### src/rtl/moi_pkg.sv
// Shared types, constants and tables of the mecanum odometry integrator.
// Used by the arithmetic units and the top level.
package moi_pkg;

    localparam int unsigned ACC_W = 64;
    localparam int unsigned OPB_W = 36;
    localparam int unsigned CNT_W = 6;

    // Angle scale: 2^36 / (2000 * pi), rounded.
    localparam logic [23:0] ANGLE_GAIN = 24'd10937044;
    localparam logic signed [33:0] CORDIC_START = 34'sd652032874;
    // Reciprocal of 125 as ceil(2^40 / 125); exact for dividends below 2^33.
    localparam logic [33:0] RECIP_125 = 34'd8796093023;

    // Operand bit counts of the serial unit.
    localparam logic [CNT_W-1:0] NB_COEF = 6'd16;
    localparam logic [CNT_W-1:0] NB_PERIOD = 6'd10;
    localparam logic [CNT_W-1:0] NB_GAIN = 6'd24;
    localparam logic [CNT_W-1:0] NB_VEL = 6'd24;
    localparam logic [CNT_W-1:0] NB_RECIP = 6'd34;

    // Configuration register indexes.
    localparam logic [1:0] CFG_RADIUS = 2'd0;
    localparam logic [1:0] CFG_INV_BASE = 2'd1;
    localparam logic [1:0] CFG_PERIOD = 2'd2;

    typedef struct packed {
        logic                start;
        logic                b_signed;
        logic                sub;
        logic                keep;
        logic [CNT_W-1:0]    nbits;
    } t_mac_cmd;

    typedef struct packed {
        logic busy;
        logic done;
    } t_unit_status;

    typedef enum logic [4:0] {
        ST_IDLE,
        ST_VX,
        ST_VY,
        ST_S3R,
        ST_WZ,
        ST_WZP,
        ST_DH,
        ST_CORD,
        ST_GXC,
        ST_GXS,
        ST_GXP,
        ST_GXD,
        ST_GYS,
        ST_GYC,
        ST_GYP,
        ST_GYD,
        ST_OUT
    } t_state;

    // Arctangent of 2^-i as a binary angle, 2^32 per turn.
    function automatic logic [31:0] atan_entry(input logic [3:0] idx);
        logic [31:0] v;
        unique case (idx)
            4'd0:  v = 32'd536870912;
            4'd1:  v = 32'd316933406;
            4'd2:  v = 32'd167458907;
            4'd3:  v = 32'd85004756;
            4'd4:  v = 32'd42667331;
            4'd5:  v = 32'd21354465;
            4'd6:  v = 32'd10679838;
            4'd7:  v = 32'd5340245;
            4'd8:  v = 32'd2670163;
            4'd9:  v = 32'd1335087;
            4'd10: v = 32'd667544;
            4'd11: v = 32'd333772;
            4'd12: v = 32'd166886;
            4'd13: v = 32'd83443;
            4'd14: v = 32'd41722;
            4'd15: v = 32'd20861;
        endcase
        return v;
    endfunction

    // Clamp a signed value to 16 bits.
    function automatic logic [15:0] sat16(input logic signed [31:0] v);
        logic [15:0] r;
        if (v > 32'sd32767) begin
            r = 16'h7FFF;
        end else if (v < -32'sd32768) begin
            r = 16'h8000;
        end else begin
            r = v[15:0];
        end
        return r;
    endfunction

endpackage

### src/rtl/moi_item_if.sv
// Input channel of the odometry integrator: four wheel speeds per transaction.
// Depends on nothing.
interface moi_item_if;
    logic               valid;
    logic               ready;
    logic signed [15:0] speed_front_left;
    logic signed [15:0] speed_front_right;
    logic signed [15:0] speed_back_left;
    logic signed [15:0] speed_back_right;

    modport source (
        output valid, speed_front_left, speed_front_right,
        output speed_back_left, speed_back_right,
        input  ready
    );
    modport sink (
        input  valid, speed_front_left, speed_front_right,
        input  speed_back_left, speed_back_right,
        output ready
    );
endinterface

### src/rtl/moi_result_if.sv
// Result channel of the odometry integrator: velocities, pose and heading.
// Depends on nothing.
interface moi_result_if;
    logic               valid;
    logic               ready;
    logic signed [15:0] body_vel_x;
    logic signed [15:0] body_vel_y;
    logic signed [15:0] body_rate_z;
    logic signed [31:0] pose_x;
    logic signed [31:0] pose_y;
    logic signed [15:0] heading;

    modport source (
        output valid, body_vel_x, body_vel_y, body_rate_z, pose_x, pose_y, heading,
        input  ready
    );
    modport sink (
        input  valid, body_vel_x, body_vel_y, body_rate_z, pose_x, pose_y, heading,
        output ready
    );
endinterface

### src/rtl/moi_mac.sv
// Serial arithmetic unit: shift-add multiply-accumulate, one multiplier bit per cycle.
// Depends on moi_pkg.
module moi_mac (
    input  logic                         i_clk,
    input  logic                         i_rst_n,
    input  moi_pkg::t_mac_cmd            i_cmd,
    input  logic signed [moi_pkg::ACC_W-1:0] i_a,
    input  logic [moi_pkg::OPB_W-1:0]    i_b,
    output moi_pkg::t_unit_status        o_status,
    output logic signed [moi_pkg::ACC_W-1:0] o_acc
);

    logic                               r_busy;
    logic                               r_done;
    logic [moi_pkg::CNT_W-1:0]          r_cnt;
    logic                               r_bsig;
    logic                               r_sub;
    logic signed [moi_pkg::ACC_W-1:0]   r_a;
    logic [moi_pkg::OPB_W-1:0]          r_b;
    logic signed [moi_pkg::ACC_W-1:0]   r_acc;

    logic                               last;
    logic                               neg;
    logic signed [moi_pkg::ACC_W-1:0]   addend;
    logic signed [moi_pkg::ACC_W-1:0]   mul_sum;

    // One multiplier bit per cycle, LSB first; the sign bit of a signed
    // operand carries negative weight.
    always_comb begin
        last    = (r_cnt == moi_pkg::CNT_W'(1));
        neg     = r_sub ^ (r_bsig & last);
        addend  = r_b[0] ? (neg ? ~r_a : r_a) : '0;
        mul_sum = r_acc + addend + moi_pkg::ACC_W'(r_b[0] & neg);
    end

    // Control state.
    always_ff @(posedge i_clk) begin
        if (!i_rst_n) begin
            r_busy <= 1'b0;
            r_done <= 1'b0;
            r_cnt  <= '0;
        end else begin
            r_done <= 1'b0;
            if (i_cmd.start) begin
                r_busy <= 1'b1;
                r_cnt  <= i_cmd.nbits;
            end else if (r_busy) begin
                r_cnt <= r_cnt - moi_pkg::CNT_W'(1);
                if (last) begin
                    r_busy <= 1'b0;
                    r_done <= 1'b1;
                end
            end
        end
    end

    // Datapath.
    always_ff @(posedge i_clk) begin
        if (i_cmd.start) begin
            r_bsig <= i_cmd.b_signed;
            r_sub  <= i_cmd.sub;
            r_a    <= i_a;
            r_b    <= i_b;
            if (!i_cmd.keep) begin
                r_acc <= '0;
            end
        end else if (r_busy) begin
            r_acc <= mul_sum;
            r_a   <= r_a <<< 1;
            r_b   <= r_b >> 1;
        end
    end

    assign o_status.busy = r_busy;
    assign o_status.done = r_done;
    assign o_acc         = r_acc;

endmodule

### src/rtl/moi_cordic.sv
// Iterative rotation-mode CORDIC: cosine and sine (Q2.30) of a binary angle.
// Depends on moi_pkg.
module moi_cordic (
    input  logic                  i_clk,
    input  logic                  i_rst_n,
    input  logic                  i_start,
    input  logic [31:0]           i_angle,
    output moi_pkg::t_unit_status o_status,
    output logic signed [31:0]    o_cos,
    output logic signed [31:0]    o_sin
);

    logic               r_busy;
    logic               r_done;
    logic [3:0]         r_step;
    logic               r_flip;
    logic signed [33:0] r_x;
    logic signed [33:0] r_y;
    logic signed [33:0] r_z;

    logic [1:0]         quad;
    logic               flip;
    logic [31:0]        ang;
    logic signed [33:0] xs;
    logic signed [33:0] ys;
    logic signed [33:0] atan;

    // Fold quadrants two and three by a half turn; one rotation step per cycle.
    always_comb begin
        quad = i_angle[31:30];
        flip = (quad == 2'b01) || (quad == 2'b10);
        ang  = {i_angle[31] ^ flip, i_angle[30:0]};
        xs   = r_x >>> r_step;
        ys   = r_y >>> r_step;
        atan = signed'({2'b00, moi_pkg::atan_entry(r_step)});
    end

    // Control state.
    always_ff @(posedge i_clk) begin
        if (!i_rst_n) begin
            r_busy <= 1'b0;
            r_done <= 1'b0;
            r_step <= '0;
        end else begin
            r_done <= 1'b0;
            if (i_start) begin
                r_busy <= 1'b1;
                r_step <= '0;
            end else if (r_busy) begin
                r_step <= r_step + 4'd1;
                if (r_step == 4'd15) begin
                    r_busy <= 1'b0;
                    r_done <= 1'b1;
                end
            end
        end
    end

    // Rotation datapath.
    always_ff @(posedge i_clk) begin
        if (i_start) begin
            r_flip <= flip;
            r_x    <= moi_pkg::CORDIC_START;
            r_y    <= '0;
            r_z    <= signed'({{2{ang[31]}}, ang});
        end else if (r_busy) begin
            if (!r_z[33]) begin
                r_x <= r_x - ys;
                r_y <= r_y + xs;
                r_z <= r_z - atan;
            end else begin
                r_x <= r_x + ys;
                r_y <= r_y - xs;
                r_z <= r_z + atan;
            end
        end
    end

    assign o_status.busy = r_busy;
    assign o_status.done = r_done;
    assign o_cos = r_flip ? 32'(-r_x) : r_x[31:0];
    assign o_sin = r_flip ? 32'(-r_y) : r_y[31:0];

endmodule

### src/rtl/mecanum_odometry_integrator_core.sv
// Mecanum odometry integrator: wheel speeds to body velocity, heading and pose.
// Each transaction runs through the bit-serial multiply unit (one operand bit per
// cycle, division by 1000 as a reciprocal multiply) and 16 CORDIC steps. Input is
// taken only in idle, after the last result went to the output register; the next
// input is taken while a result waits. Synchronous active-low reset clears heading and
// pose and loads register defaults. Depends on moi_pkg, the interfaces and the units.
module mecanum_odometry_integrator_core (
    input  logic                i_clk,
    input  logic                i_rst_n,
    input  logic                i_cfg_we,
    input  logic [1:0]          i_cfg_idx,
    input  logic [15:0]         i_cfg_data,
    moi_item_if.sink            i_item,
    moi_result_if.source        o_res
);

    moi_pkg::t_state    r_state;
    moi_pkg::t_state    n_state;
    logic               r_go;
    logic               n_go;

    logic [15:0]        r_radius;
    logic [15:0]        r_inv_base;
    logic [9:0]         r_period;

    logic signed [15:0] r_fl, r_fr, r_bl, r_br;
    logic signed [23:0] r_vx16;
    logic signed [23:0] r_vy16;
    logic signed [28:0] r_wz16;
    logic signed [39:0] r_t;
    logic signed [26:0] r_g;
    logic signed [31:0] r_cos;
    logic signed [31:0] r_sin;
    logic [31:0]        r_heading;
    logic signed [31:0] r_pos_x;
    logic signed [31:0] r_pos_y;

    logic               r_out_valid;
    logic [15:0]        r_out_vx, r_out_vy, r_out_wz;
    logic [31:0]        r_out_px, r_out_py;
    logic [15:0]        r_out_hd;

    moi_pkg::t_mac_cmd       mac_cmd;
    logic signed [63:0]      mac_a;
    logic [35:0]             mac_b;
    moi_pkg::t_unit_status   mac_st;
    logic signed [63:0]      mac_acc;
    logic                    cor_start;
    moi_pkg::t_unit_status   cor_st;
    logic signed [31:0]      cor_cos;
    logic signed [31:0]      cor_sin;

    logic                    accept;
    logic                    step_done;
    logic                    out_free;
    logic signed [17:0]      s1, s2, s3;
    logic signed [63:0]      t_ext;
    logic [63:0]             dvd;
    logic signed [63:0]      rnd10, rnd22, rnd20, rnd30;
    logic signed [33:0]      delta;
    logic signed [33:0]      pos_sum;
    logic signed [31:0]      pos_sat;
    logic signed [31:0]      pos_old;
    logic signed [31:0]      vx8, vy8, wz8;

    moi_mac u_mac (
        .i_clk    (i_clk),
        .i_rst_n  (i_rst_n),
        .i_cmd    (mac_cmd),
        .i_a      (mac_a),
        .i_b      (mac_b),
        .o_status (mac_st),
        .o_acc    (mac_acc)
    );

    moi_cordic u_cordic (
        .i_clk    (i_clk),
        .i_rst_n  (i_rst_n),
        .i_start  (cor_start),
        .i_angle  (r_heading),
        .o_status (cor_st),
        .o_cos    (cor_cos),
        .o_sin    (cor_sin)
    );

    // Handshake and wheel sums.
    always_comb begin
        i_item.ready = (r_state == moi_pkg::ST_IDLE) && i_rst_n;
        accept       = i_item.valid && i_item.ready;
        out_free     = !r_out_valid || o_res.ready;
        s1 = 18'(r_fl) + 18'(r_fr) + 18'(r_bl) + 18'(r_br);
        s2 = -18'(r_fl) + 18'(r_fr) + 18'(r_bl) - 18'(r_br);
        s3 = -18'(r_fl) + 18'(r_fr) - 18'(r_bl) + 18'(r_br);
        t_ext = 64'(r_t);
        dvd = r_t[39] ? 64'(~t_ext + 64'sd501) : 64'(t_ext + 64'sd500);
    end

    // Rounding of unit results and the saturating position update.
    // The quotient by 1000 sits in the top 24 bits of the reciprocal product.
    always_comb begin
        rnd10 = (mac_acc + 64'sd512) >>> 10;
        rnd22 = (mac_acc + 64'sd2097152) >>> 22;
        rnd20 = (mac_acc + 64'sd524288) >>> 20;
        rnd30 = (mac_acc + 64'sd536870912) >>> 30;
        delta = r_t[39] ? -34'(signed'({1'b0, mac_acc[63:40]}))
                        : 34'(signed'({1'b0, mac_acc[63:40]}));
        pos_old = (r_state == moi_pkg::ST_GXD) ? r_pos_x : r_pos_y;
        pos_sum = 34'(pos_old) + delta;
        if (pos_sum > 34'sd2147483647) begin
            pos_sat = 32'h7FFF_FFFF;
        end else if (pos_sum < -34'sd2147483648) begin
            pos_sat = 32'h8000_0000;
        end else begin
            pos_sat = pos_sum[31:0];
        end
        vx8 = 32'((25'(r_vx16) + 25'sd128) >>> 8);
        vy8 = 32'((25'(r_vy16) + 25'sd128) >>> 8);
        wz8 = 32'((30'(r_wz16) + 30'sd128) >>> 8);
    end

    // Sequencer: next state and unit commands.
    always_comb begin
        n_state   = r_state;
        mac_cmd   = '{start: 1'b0, b_signed: 1'b0, sub: 1'b0, keep: 1'b0,
                      nbits: moi_pkg::NB_COEF};
        mac_a     = '0;
        mac_b     = '0;
        cor_start = 1'b0;
        step_done = r_go && ((r_state == moi_pkg::ST_CORD) ? cor_st.done : mac_st.done);
        unique case (r_state)
            moi_pkg::ST_IDLE: begin
                if (accept) n_state = moi_pkg::ST_VX;
            end
            moi_pkg::ST_VX: begin
                mac_a = 64'(s1);
                mac_b = 36'(r_radius);
                if (step_done) n_state = moi_pkg::ST_VY;
            end
            moi_pkg::ST_VY: begin
                mac_a = 64'(s2);
                mac_b = 36'(r_radius);
                if (step_done) n_state = moi_pkg::ST_S3R;
            end
            moi_pkg::ST_S3R: begin
                mac_a = 64'(s3);
                mac_b = 36'(r_radius);
                if (step_done) n_state = moi_pkg::ST_WZ;
            end
            moi_pkg::ST_WZ: begin
                mac_a = t_ext;
                mac_b = 36'(r_inv_base);
                if (step_done) n_state = moi_pkg::ST_WZP;
            end
            moi_pkg::ST_WZP: begin
                mac_a = 64'(r_wz16);
                mac_b = 36'(r_period);
                mac_cmd.nbits = moi_pkg::NB_PERIOD;
                if (step_done) n_state = moi_pkg::ST_DH;
            end
            moi_pkg::ST_DH: begin
                mac_a = t_ext;
                mac_b = 36'(moi_pkg::ANGLE_GAIN);
                mac_cmd.nbits = moi_pkg::NB_GAIN;
                if (step_done) n_state = moi_pkg::ST_CORD;
            end
            moi_pkg::ST_CORD: begin
                cor_start = !r_go;
                if (step_done) n_state = moi_pkg::ST_GXC;
            end
            moi_pkg::ST_GXC: begin
                mac_a = 64'(r_cos);
                mac_b = 36'(r_vx16);
                mac_cmd.b_signed = 1'b1;
                mac_cmd.nbits = moi_pkg::NB_VEL;
                if (step_done) n_state = moi_pkg::ST_GXS;
            end
            moi_pkg::ST_GXS: begin
                mac_a = 64'(r_sin);
                mac_b = 36'(r_vy16);
                mac_cmd.b_signed = 1'b1;
                mac_cmd.sub = 1'b1;
                mac_cmd.keep = 1'b1;
                mac_cmd.nbits = moi_pkg::NB_VEL;
                if (step_done) n_state = moi_pkg::ST_GXP;
            end
            moi_pkg::ST_GXP, moi_pkg::ST_GYP: begin
                mac_a = 64'(r_g);
                mac_b = 36'(r_period);
                mac_cmd.nbits = moi_pkg::NB_PERIOD;
                if (step_done) begin
                    n_state = (r_state == moi_pkg::ST_GXP) ? moi_pkg::ST_GXD
                                                           : moi_pkg::ST_GYD;
                end
            end
            // Divide by 1000: drop three bits, then multiply by the reciprocal of 125.
            moi_pkg::ST_GXD, moi_pkg::ST_GYD: begin
                mac_a = signed'(dvd >> 3);
                mac_b = 36'(moi_pkg::RECIP_125);
                mac_cmd.nbits = moi_pkg::NB_RECIP;
                if (step_done) begin
                    n_state = (r_state == moi_pkg::ST_GXD) ? moi_pkg::ST_GYS
                                                           : moi_pkg::ST_OUT;
                end
            end
            moi_pkg::ST_GYS: begin
                mac_a = 64'(r_sin);
                mac_b = 36'(r_vx16);
                mac_cmd.b_signed = 1'b1;
                mac_cmd.nbits = moi_pkg::NB_VEL;
                if (step_done) n_state = moi_pkg::ST_GYC;
            end
            moi_pkg::ST_GYC: begin
                mac_a = 64'(r_cos);
                mac_b = 36'(r_vy16);
                mac_cmd.b_signed = 1'b1;
                mac_cmd.keep = 1'b1;
                mac_cmd.nbits = moi_pkg::NB_VEL;
                if (step_done) n_state = moi_pkg::ST_GYP;
            end
            moi_pkg::ST_OUT: begin
                if (out_free) n_state = moi_pkg::ST_IDLE;
            end
            default: n_state = moi_pkg::ST_IDLE;
        endcase
        mac_cmd.start = !r_go && (r_state != moi_pkg::ST_IDLE) &&
                        (r_state != moi_pkg::ST_OUT) && (r_state != moi_pkg::ST_CORD);
        if (r_state == moi_pkg::ST_IDLE || r_state == moi_pkg::ST_OUT) begin
            n_go = 1'b0;
        end else begin
            n_go = r_go ? !step_done : 1'b1;
        end
    end

    // State register.
    always_ff @(posedge i_clk) begin
        if (!i_rst_n) begin
            r_state <= moi_pkg::ST_IDLE;
            r_go    <= 1'b0;
        end else begin
            r_state <= n_state;
            r_go    <= n_go;
        end
    end

    // Configuration registers, integration state and output register.
    always_ff @(posedge i_clk) begin
        if (!i_rst_n) begin
            r_radius    <= 16'd3277;
            r_inv_base  <= 16'd16384;
            r_period    <= 10'd50;
            r_heading   <= '0;
            r_pos_x     <= '0;
            r_pos_y     <= '0;
            r_out_valid <= 1'b0;
        end else begin
            if (i_cfg_we) begin
                unique case (i_cfg_idx)
                    moi_pkg::CFG_RADIUS:   r_radius   <= i_cfg_data;
                    moi_pkg::CFG_INV_BASE: r_inv_base <= i_cfg_data;
                    moi_pkg::CFG_PERIOD:   r_period   <= i_cfg_data[9:0];
                    default: ;
                endcase
            end
            if (step_done && r_state == moi_pkg::ST_DH) begin
                r_heading <= r_heading + rnd20[31:0];
            end
            if (step_done && r_state == moi_pkg::ST_GXD) begin
                r_pos_x <= pos_sat;
            end
            if (step_done && r_state == moi_pkg::ST_GYD) begin
                r_pos_y <= pos_sat;
            end
            if (r_state == moi_pkg::ST_OUT && out_free) begin
                r_out_valid <= 1'b1;
            end else if (o_res.ready) begin
                r_out_valid <= 1'b0;
            end
        end
    end

    // Working registers of one transaction.
    always_ff @(posedge i_clk) begin
        if (accept) begin
            r_fl <= i_item.speed_front_left;
            r_fr <= i_item.speed_front_right;
            r_bl <= i_item.speed_back_left;
            r_br <= i_item.speed_back_right;
        end
        if (step_done) begin
            unique case (r_state)
                moi_pkg::ST_VX:   r_vx16 <= rnd10[23:0];
                moi_pkg::ST_VY:   r_vy16 <= rnd10[23:0];
                moi_pkg::ST_S3R:  r_t    <= mac_acc[39:0];
                moi_pkg::ST_WZ:   r_wz16 <= rnd22[28:0];
                moi_pkg::ST_WZP:  r_t    <= mac_acc[39:0];
                moi_pkg::ST_CORD: begin
                    r_cos <= cor_cos;
                    r_sin <= cor_sin;
                end
                moi_pkg::ST_GXS, moi_pkg::ST_GYC: r_g <= rnd30[26:0];
                moi_pkg::ST_GXP, moi_pkg::ST_GYP: r_t <= mac_acc[39:0];
                default: ;
            endcase
        end
        if (r_state == moi_pkg::ST_OUT && out_free) begin
            r_out_vx <= moi_pkg::sat16(vx8);
            r_out_vy <= moi_pkg::sat16(vy8);
            r_out_wz <= moi_pkg::sat16(wz8);
            r_out_px <= r_pos_x;
            r_out_py <= r_pos_y;
            r_out_hd <= r_heading[31:16];
        end
    end

    assign o_res.valid       = r_out_valid;
    assign o_res.body_vel_x  = r_out_vx;
    assign o_res.body_vel_y  = r_out_vy;
    assign o_res.body_rate_z = r_out_wz;
    assign o_res.pose_x      = r_out_px;
    assign o_res.pose_y      = r_out_py;
    assign o_res.heading     = r_out_hd;

    // The serial unit is never restarted while it is still working.
    a_mac_no_restart: assert property (@(posedge i_clk) disable iff (!i_rst_n)
        mac_cmd.start |-> !mac_st.busy)
        else $error("multiply unit restarted while busy");

    // A multiply completion only arrives while the sequencer waits on it.
    a_mac_done_expected: assert property (@(posedge i_clk) disable iff (!i_rst_n)
        mac_st.done |-> r_go && (r_state != moi_pkg::ST_CORD))
        else $error("unexpected multiply unit completion");

    // A CORDIC completion only arrives in the rotation step.
    a_cordic_done_expected: assert property (@(posedge i_clk) disable iff (!i_rst_n)
        cor_st.done |-> r_go && (r_state == moi_pkg::ST_CORD))
        else $error("unexpected CORDIC completion");

    // With a zero period the heading does not move.
    a_zero_period_hold: assert property (@(posedge i_clk) disable iff (!i_rst_n)
        (step_done && r_state == moi_pkg::ST_DH && r_period == 10'd0)
        |=> r_heading == $past(r_heading))
        else $error("heading moved with zero period");

endmodule
### src/flat_wrapper.sv
// flat-port wrapper written by rule: the top's interface ports become plain ports
module mecanum_odometry_integrator_core_flat 
  (i_clk, i_rst_n, i_cfg_we, i_cfg_idx, i_cfg_data, i_item_valid, i_item_speed_front_left, i_item_speed_front_right, i_item_speed_back_left, i_item_speed_back_right, i_item_ready, o_res_valid, o_res_body_vel_x, o_res_body_vel_y, o_res_body_rate_z, o_res_pose_x, o_res_pose_y, o_res_heading, o_res_ready);
  moi_item_if i_item_i ();
  moi_result_if o_res_i ();
  input  logic i_clk;
  input  logic i_rst_n;
  input  logic i_cfg_we;
  input  logic [1:0] i_cfg_idx;
  input  logic [15:0] i_cfg_data;
  input wire logic [$bits(i_item_i.valid)-1:0] i_item_valid;
  input wire logic [$bits(i_item_i.speed_front_left)-1:0] i_item_speed_front_left;
  input wire logic [$bits(i_item_i.speed_front_right)-1:0] i_item_speed_front_right;
  input wire logic [$bits(i_item_i.speed_back_left)-1:0] i_item_speed_back_left;
  input wire logic [$bits(i_item_i.speed_back_right)-1:0] i_item_speed_back_right;
  output wire logic [$bits(i_item_i.ready)-1:0] i_item_ready;
  output wire logic [$bits(o_res_i.valid)-1:0] o_res_valid;
  output wire logic [$bits(o_res_i.body_vel_x)-1:0] o_res_body_vel_x;
  output wire logic [$bits(o_res_i.body_vel_y)-1:0] o_res_body_vel_y;
  output wire logic [$bits(o_res_i.body_rate_z)-1:0] o_res_body_rate_z;
  output wire logic [$bits(o_res_i.pose_x)-1:0] o_res_pose_x;
  output wire logic [$bits(o_res_i.pose_y)-1:0] o_res_pose_y;
  output wire logic [$bits(o_res_i.heading)-1:0] o_res_heading;
  input wire logic [$bits(o_res_i.ready)-1:0] o_res_ready;
  assign i_item_i.valid = i_item_valid;
  assign i_item_i.speed_front_left = i_item_speed_front_left;
  assign i_item_i.speed_front_right = i_item_speed_front_right;
  assign i_item_i.speed_back_left = i_item_speed_back_left;
  assign i_item_i.speed_back_right = i_item_speed_back_right;
  assign i_item_ready = i_item_i.ready;
  assign o_res_valid = o_res_i.valid;
  assign o_res_body_vel_x = o_res_i.body_vel_x;
  assign o_res_body_vel_y = o_res_i.body_vel_y;
  assign o_res_body_rate_z = o_res_i.body_rate_z;
  assign o_res_pose_x = o_res_i.pose_x;
  assign o_res_pose_y = o_res_i.pose_y;
  assign o_res_heading = o_res_i.heading;
  assign o_res_i.ready = o_res_ready;
  mecanum_odometry_integrator_core u_core (.i_clk(i_clk), .i_rst_n(i_rst_n), .i_cfg_we(i_cfg_we), .i_cfg_idx(i_cfg_idx), .i_cfg_data(i_cfg_data), .i_item(i_item_i), .o_res(o_res_i));
endmodule
### config.mk
export PLATFORM = sky130hd
export DESIGN_NAME = mecanum_odometry_integrator_core_flat
export DESIGN_NICKNAME = d
export VERILOG_FILES = /design/src/rtl/moi_pkg.sv /design/src/rtl/moi_item_if.sv /design/src/rtl/moi_result_if.sv /design/src/rtl/moi_mac.sv /design/src/rtl/moi_cordic.sv /design/src/rtl/mecanum_odometry_integrator_core.sv /design/src/flat_wrapper.sv
export SDC_FILE = /design/constraint.sdc
export NUM_CORES = 2
export LEC_CHECK = 0
export BUFFER_PORTS_ARGS = -buffer_cell sky130_fd_sc_hd__buf_2
export CORE_ASPECT_RATIO = 0.7
export CORE_MARGIN = 3
export CORE_UTILIZATION = 30
export DETAILED_ROUTE_END_ITERATION = 6
export GPL_ROUTABILITY_DRIVEN = 0
export GPL_TIMING_DRIVEN = 0
export SLEW_MARGIN = 20
export SYNTH_ARGS = -nofsm -noshare
export SYNTH_HDL_FRONTEND = slang
export SYNTH_SLANG_ARGS = --single-unit
### constraint.sdc
create_clock -name i_clk -period 11.2 [get_ports i_clk]
set_clock_uncertainty 0.1 [all_clocks]
set_input_delay 1.68 -clock i_clk [delete_from_list [all_inputs] [get_ports i_clk]]
set_output_delay 1.68 -clock i_clk [all_outputs]
set_load 0.05 [all_outputs]
Word level (Yosys, flattened, before mapping)
Memory sizes are Yosys's and may differ from the RTL's. A register that Yosys moved wholly into a read port is not among the register bits.
Cells that the tools add are included.
{ "word_totals": {"register_bits": 828, "romBits": 480, "input_bits": 87, "out_inout_bits": 130, "elab_cells": 248, "mem_count": 1} }
{ "classes": {"add_sub_neg": 33, "magnitude_cmp": 8, "n_eq_ne": 40, "shifts": 2, "mux": 65, "bitwise": 9, "reduce_logical": 49} }
{ "memory_table": {"columns": ["name", "depth", "word_bits", "rd", "rd_ports_with_merged_regs", "wr", "line_no", "source"], "rows": [
  ["(no name shown)", 16, 30, 1, 1, 0, "moi_pkg.sv:63", "unique case (idx)"]
]} }
{ "ops": {"columns": ["cell", "n"], "rows": [
  ["64-bit case mux with 9 select lines", 1],
  ["64-bit 2-to-1 mux", 8],
  ["36-bit case mux with 7 select lines", 1],
  ["34-bit 2-to-1 mux", 6],
  ["32-bit 2-to-1 mux", 5],
  ["5-bit 2-to-1 mux", 16],
  ["5-bit case mux with 15 select lines", 1],
  ["18-bit by 16-bit adder with 18-bit output", 4],
  ["36-bit 2-to-1 mux", 2],
  ["34-bit adder", 2],
  ["34-bit by 4-bit >>> shifter with 34-bit output", 2],
  ["34-bit subtractor", 2],
  ["64-bit by 1-bit adder with 64-bit output", 1],
  ["64-bit by 10-bit adder with 64-bit output (second input constant)", 1],
  ["64-bit adder", 1],
  ["32-bit negation", 2],
  ["40-bit inverter with 64-bit output", 1],
  ["64-bit inverter", 1],
  ["57-bit by 31-bit adder with 57-bit output (second input constant)", 1],
  ["52-bit by 21-bit adder with 52-bit output (second input constant)", 1],
  ["51-bit by 23-bit adder with 51-bit output (second input constant)", 1],
  ["24-bit by 9-bit adder with 25-bit output (second input constant)", 2],
  ["16-bit 2-to-1 mux", 3],
  ["40-bit by 10-bit adder with 41-bit output (second input constant)", 1],
  ["53 further kinds", 140]
]} }

Depth between registers and ports, before layout
{ "depth": {"depth_word": 9, "mapped_depth": 28, "mapped_depth_nobuf": 27} }

Cells and area by module
From an unflattened synthesis, not the netlist that was laid out.
{ "hier_totals": {"cells_unflattened": 6623, "area_unflattened_um2": 61975.7} }
{ "modules_own_cells": {"columns": ["mod", "instances", "cells_each", "area_each_um2", "seq_area_each_um2"], "rows": [
  ["mecanum_odometry_integrator_core", 1, 3269, 32738.9, 14914.3],
  ["moi_cordic", 1, 2208, 17314.1, 3133.0],
  ["moi_mac", 1, 1146, 11922.7, 5144.9]
]} }

Worst setup path before layout
No wires, ideal clock.
{ "synth_timing": {"path_type": "register to register", "from": "register u_core.r_state[2]", "to": "register u_core.u_mac.r_acc (netlist bit u_core.u_mac.o_acc[0]), enable pin", "setup_ps": 583, "t_arrival_ps": 8650, "required_ps": 10517, "slack_ps": 1866, "stages_incl_launch_ff": 10, "path_buffers": 4, "period_less_slack_ps": 9334, "cell_sequence": "dfxtp_1 > clkbuf_1 > nand2b_1 > clkbuf_1 > nor2_1 > or3_1 > clkbuf_1 > clkbuf_1 > nand2b_1 > a21boi_0"} }
{ "synth_between": {"elab_chain_cells": 6, "elab_cells_between_ends": 13, "cone_classes": "5 x eq/ne; 1 x mux; 7 x reduce/logical"} }
{ "synth_lines": {"columns": ["element", "line_no", "source"], "rows": [
  ["from (decl)", "mecanum_odometry_integrator_core.sv:17", "moi_pkg::t_state r_state;"],
  ["from (signal assigned)", "mecanum_odometry_integrator_core.sv:237", "r_state <= moi_pkg::ST_IDLE;"],
  ["from (signal assigned)", "mecanum_odometry_integrator_core.sv:240", "r_state <= n_state;"],
  ["parallel branches: the longest is 5 deep, another holds 5-bit by 4-bit == test with 1-bit output", null, null],
  ["2-bit AND reduction (no line) (*)", null, null],
  ["to (signal assigned)", "moi_mac.sv:68", "r_acc <= mul_sum;"],
  ["to (decl)", "moi_mac.sv:20", "logic signed [moi_pkg::ACC_W-1:0] r_acc;"]
]} }
Mark *: on every way between the ends.
A chain may end at the register's enable or synchronous reset.

Worst setup path in the final report
{ "layout_timing": {"from": "register u_core.u_cordic.r_step[2]", "to": "register u_core.u_cordic.r_x[33]"} }
{ "layout_between": {"elab_chain_cells": 3, "elab_cells_between_ends": 4, "cone_classes": "2 x add/sub; 1 x shift; 1 x mux"} }
{ "layout_lines": {"columns": ["element", "line_no", "source"], "rows": [
  ["from (decl)", "moi_cordic.sv:15", "logic [3:0] r_step;"],
  ["from (signal assigned)", "moi_cordic.sv:50", "r_step <= r_step + 4'd1;"],
  ["34-bit by 4-bit >>> shifter with 34-bit output (*)", "moi_cordic.sv:34", "ys = r_y >>> r_step;"],
  ["34-bit subtractor / 34-bit adder (equally long branches)", "moi_cordic.sv:68, moi_cordic.sv:72", null],
  ["34-bit 2-to-1 mux (*)", "moi_cordic.sv:67", "if (!r_z[33]) begin"],
  ["to (signal assigned)", "moi_cordic.sv:63", "r_x <= moi_pkg::CORDIC_START;"],
  ["to (signal assigned)", "moi_cordic.sv:68", "r_x <= r_x - ys;"],
  ["to (signal assigned)", "moi_cordic.sv:72", "r_x <= r_x + ys;"],
  ["to (decl)", "moi_cordic.sv:17", "logic signed [33:0] r_x;"]
]} }
Mark *: on every way between the ends. The rest lies on a longest branch, timed or not.

==> implementation parameters <==
Parameter                              Value

STA
  Worst slew pin tran    1220 ps
  RSZ-0062 raised after global routing    no
  Final setup TNS    0 ps
  Max Clk Rate    approximately 0.12 GHz
  Hold Vio Cnt, Final    0
  Rel. slew slack    18.6%
  Final critical delay including setup and external delays    8140 ps
  Final setup violation count    0
  Pins over their slew limit    0
  Final period utilization    72.7%

Global route
  Initial antenna violation count    8
  Aggregate global-route resource usage    19.6%
  GR Overflow Total    0
  Via count of the first global-routing pass    48647
  Wire length of the first global-routing pass    311000 um
  Largest net degree at the start of global routing    59

Cells and area
  Area delta synth->final    13.5%
  Fraction of final layout cells with drive strength greater than 1    around 9.3%
  Total number of nets in the final design    7166
  Sequential Area    23200 sq um
  Share of the core filled with cells in the final layout    34.5%
  Fill count    19996
  Multi-input gate area    35000 sq um

Synth
  Instance count of the mapped netlist    about 6300
  Total of flip-flops plus latches after synthesis    858
  Average instance area after synthesis    9.48 sq um
  Number of nets produced by synthesis    6830
  Main synth FF type    edfxtp_1
  Total of warnings raised by yosys    0
  Number of enable flip-flop cells after synthesis    601
  Sequential share of the synthesized area    38.5%
  Async set-reset flop share out of synthesis    0%
  Synth Cell Area    60200 sq um
  Cell variety after synth    101

Clock network
  Clock transition at the registers of the reported paths    70 ps
  CTS Buf Count    95
  Max Buffers Root-to-Sink    3
  Number of gates resized after CTS    0
  Number of buffers added for setup after CTS    0
  Number of buffers added to fix hold violations after cts    0
  CTS tree    built
  H-tree levels    3
  CTS sink cnt    858
  Clock tree root buffer cell    clkbuf_16
  Later-pin clock latency in the skew report    between 700 and 800 ps

Status
  Violations in the final reports    DRC
  Result of the run    complete, but fails checks

Worst setup path
  Setup CP Type    reg -> reg
  Library cell contributing the largest single delay on the critical path    clkbuf_1
  RR Endpoint    u_core.u_cordic.r_x[33]
  Delay of the slowest cell on the worst path    610 ps
  Worst R2R Path Depth    23
  Setup slack of the worst register-to-register path    3060 ps
  Arrival @ worst endpoint    8700 ps
  CP endpoint kind    register
  Worst setup path start    u_core.u_cordic.r_step[2]
  Critical path peak fanout    10
  Cell chain of the critical path    clkbuf_1, buf_2, clkbuf_1, mux4_2, mux2i_1, o21ai_0, nand2b_1, nor4_1, nand4_1, nor3_1, nor3b_1, nor2_1, xor2_1, ha_1, a21oi_1, nand2b_1, a21oi_1, a211oi_1, o311a_1, o22ai_1, xor3_1, or3_1, a21oi_1
  Crit path required time    11760 ps
  Reg2reg start    u_core.u_cordic.r_step[2]
  Crit path to    u_core.u_cordic.r_x[33]
  Most repeated library cell on the critical path    a21oi_1
  Type of element launching the critical path    register

Die
  Overall die width    between 500 and 600 um
  Overall die height    between 300 and 400 um
  Starting density of the core    between 30% and 40%
  Core area    a little under 200000 sq um
  Total I/O pin count    217
  Die Outline Area    206000 sq um
  Number of placement rows    around 140

Route
  Remaining antenna violation count after routing    0
  Length of the first detailed-routing pass in iterations    7
  Detailed-route DRC error count    5
  Wire length after detailed routing    212000 um
  Vias per inst    5.64
  Count of vias placed by the detailed router    roughly 53000
  WL per Instance    22.6 um
  Detailed Route Iter0 Violations    6987

Place
  Number of I/O port buffers    215
  Half-perimeter wire length after detailed placement    165000 um

Pwr
  Worst vdd ir    156 uV
  Power density of the placed cells    roughly 220 nW/um^2
  Pwr Total    approximately 15000 uW
  Leakage dissipation    0.0266 uW

Worst hold path
  Class of the worst hold path    reg -> reg

Job
  Count of maximum capacitance violations    0
==> worst min-delay path by stage <==
stage	from	to	slack [ps]	cells after the start
global route	u_core.r_pos_x[18]	u_core.o_res.pose_x[18]	370	0
floorplan	u_core.r_pos_x[10]	u_core.o_res.pose_x[10]	320	0
global placement	u_core.r_pos_x[15]	u_core.o_res.pose_x[15]	340	0
finish	u_core.r_pos_x[28]	u_core.o_res.pose_x[28]	350	0
detailed placement	u_core.r_pos_y[6]	u_core.o_res.pose_y[6]	340	0
CTS	u_core.r_pos_x[28]	u_core.o_res.pose_x[28]	350	0
==> critical path, delay by kind of cell, from the launching register on <==
kind	cells	cell delay, ps
and+or+nand+nor	8	2410
DFF	1	340
AOI/OAI and AO/OA	7	2000
muxes	2	740
adders and majority gates	1	350
xor gates and xnor gates	2	550
buffers and inverters	3	1570
==> metrics by stage <==
stage          setup slack [ps]  hold WS [ps]  cell area [sq um]  instances
4_1_cts                    3500           347              68300       9386
2_1_floorplan              1870           319              60200       6348
5_1_grt                    2890           369              68300       9386
3_3_place_gp              -3150           338              64500       9185
3_5_place_dp               3560           336              65100       9209
6_report                   3060           349              68300       9391
==> cells by family (layout without fill, tap and decap cells) <==
kind of cell	after synthesis	in the layout	share of synthesized area, %
simple gates	1940	1940	15.3
other cells	0	5	0
xor+xnor	675	675	9.85
compound gates	1716	1716	18.3
buf+inv	537	953	3.45
flops	858	858	38.5
fa+ha+maj	395	395	9.15
mux	227	227	5.39
==> cells in the final DEF, fill, tap and decap left out, types with 182 or more instances in the layout <==
cell type and instances:
a21oi_1 444, buf_2 240, clkbuf_1 289, dfxtp_1 257
edfxtp_1 601, ha_1 320, inv_1 182, nand2_1 663
nor2_1 440, o21ai_0 431, xnor2_1 439, xor2_1 235
==> sequential cells by signal, summed over array words and instances (netlist names), 30 cells and up <==
register              flops
u_core.u_cordic.r_y      34
u_core.u_cordic.atan     30
u_core.o_res.pose_x      32
u_core.u_mac.o_acc       64
u_core.r_pos_x           32
u_core.u_cordic.r_x      34
u_core.r_heading         32
u_core.u_cordic.r_z      34
u_core.r_pos_y           32
u_core.r_t               40
u_core.u_mac.r_b         36
u_core.u_mac.r_a         64
u_core.r_sin             32
u_core.r_cos             32
u_core.o_res.pose_y      32
==> cells in the mapped netlist (42+ instances only) <==
cell      instances  area share (%)
a21o_1          181             2.3
nand2_1         663             4.1
nor3_1           98            0.82
nor2_1          444             2.8
nand4_1          57            0.59
inv_1           183             1.1
edfxtp_1        601              30
a22oi_1          52            0.65
ha_1            320             6.7
mux4_2           72             2.7
and2_1          125             1.3
nor2b_1          52            0.54
o21bai_1         47            0.59
a221o_1          42            0.70
fa_1             75             2.5
a31oi_1          62            0.64
dfxtp_1         257             8.5
mux2i_1         100             1.7
a21boi_0         65            0.81
o21a_1           63            0.79
a21oi_1         444             3.7
xor2_1          235             3.4
nand2b_1         61            0.63
and3_1           74            0.77
o21ai_0         431             3.6
mux2_2           55             1.0
o31ai_1          50            0.62
clkbuf_1        281             1.8
nand3_1         181             1.5
xnor2_1         439             6.4
==> per-layer routing <==
metal / track usage, % / vias up / routed length (um)
met4: 5.68 / 14 / 6880
met2: 27.1 / 2989 / 84400
met3: 5.94 / 429 / 26300
met1: 29.0 / 25615 / 94100
li1: - / 23890 / -
met5: 0.371 / - / 233
==> power breakdown <==
part	total, uW	switching [uW]	internal, uW	leakage (uW)
sequential	4800	497	4310	0.00767
combinational	7280	4550	2730	0.0174
clock	3280	1470	1810	0.00155
==> cell type report <==
cell class	count	share of cell area, %
multi-input combinational	4953	51.3
inverter	188	1.03
buffer	349	2.01
clock buffer	107	3.61
tap	2622	4.80
clock inverter	70	1.09
sequential	858	34.0
timing repair buffer	239	2.20
antenna	5	0.0183
Power figures use the tool's default switching activity.
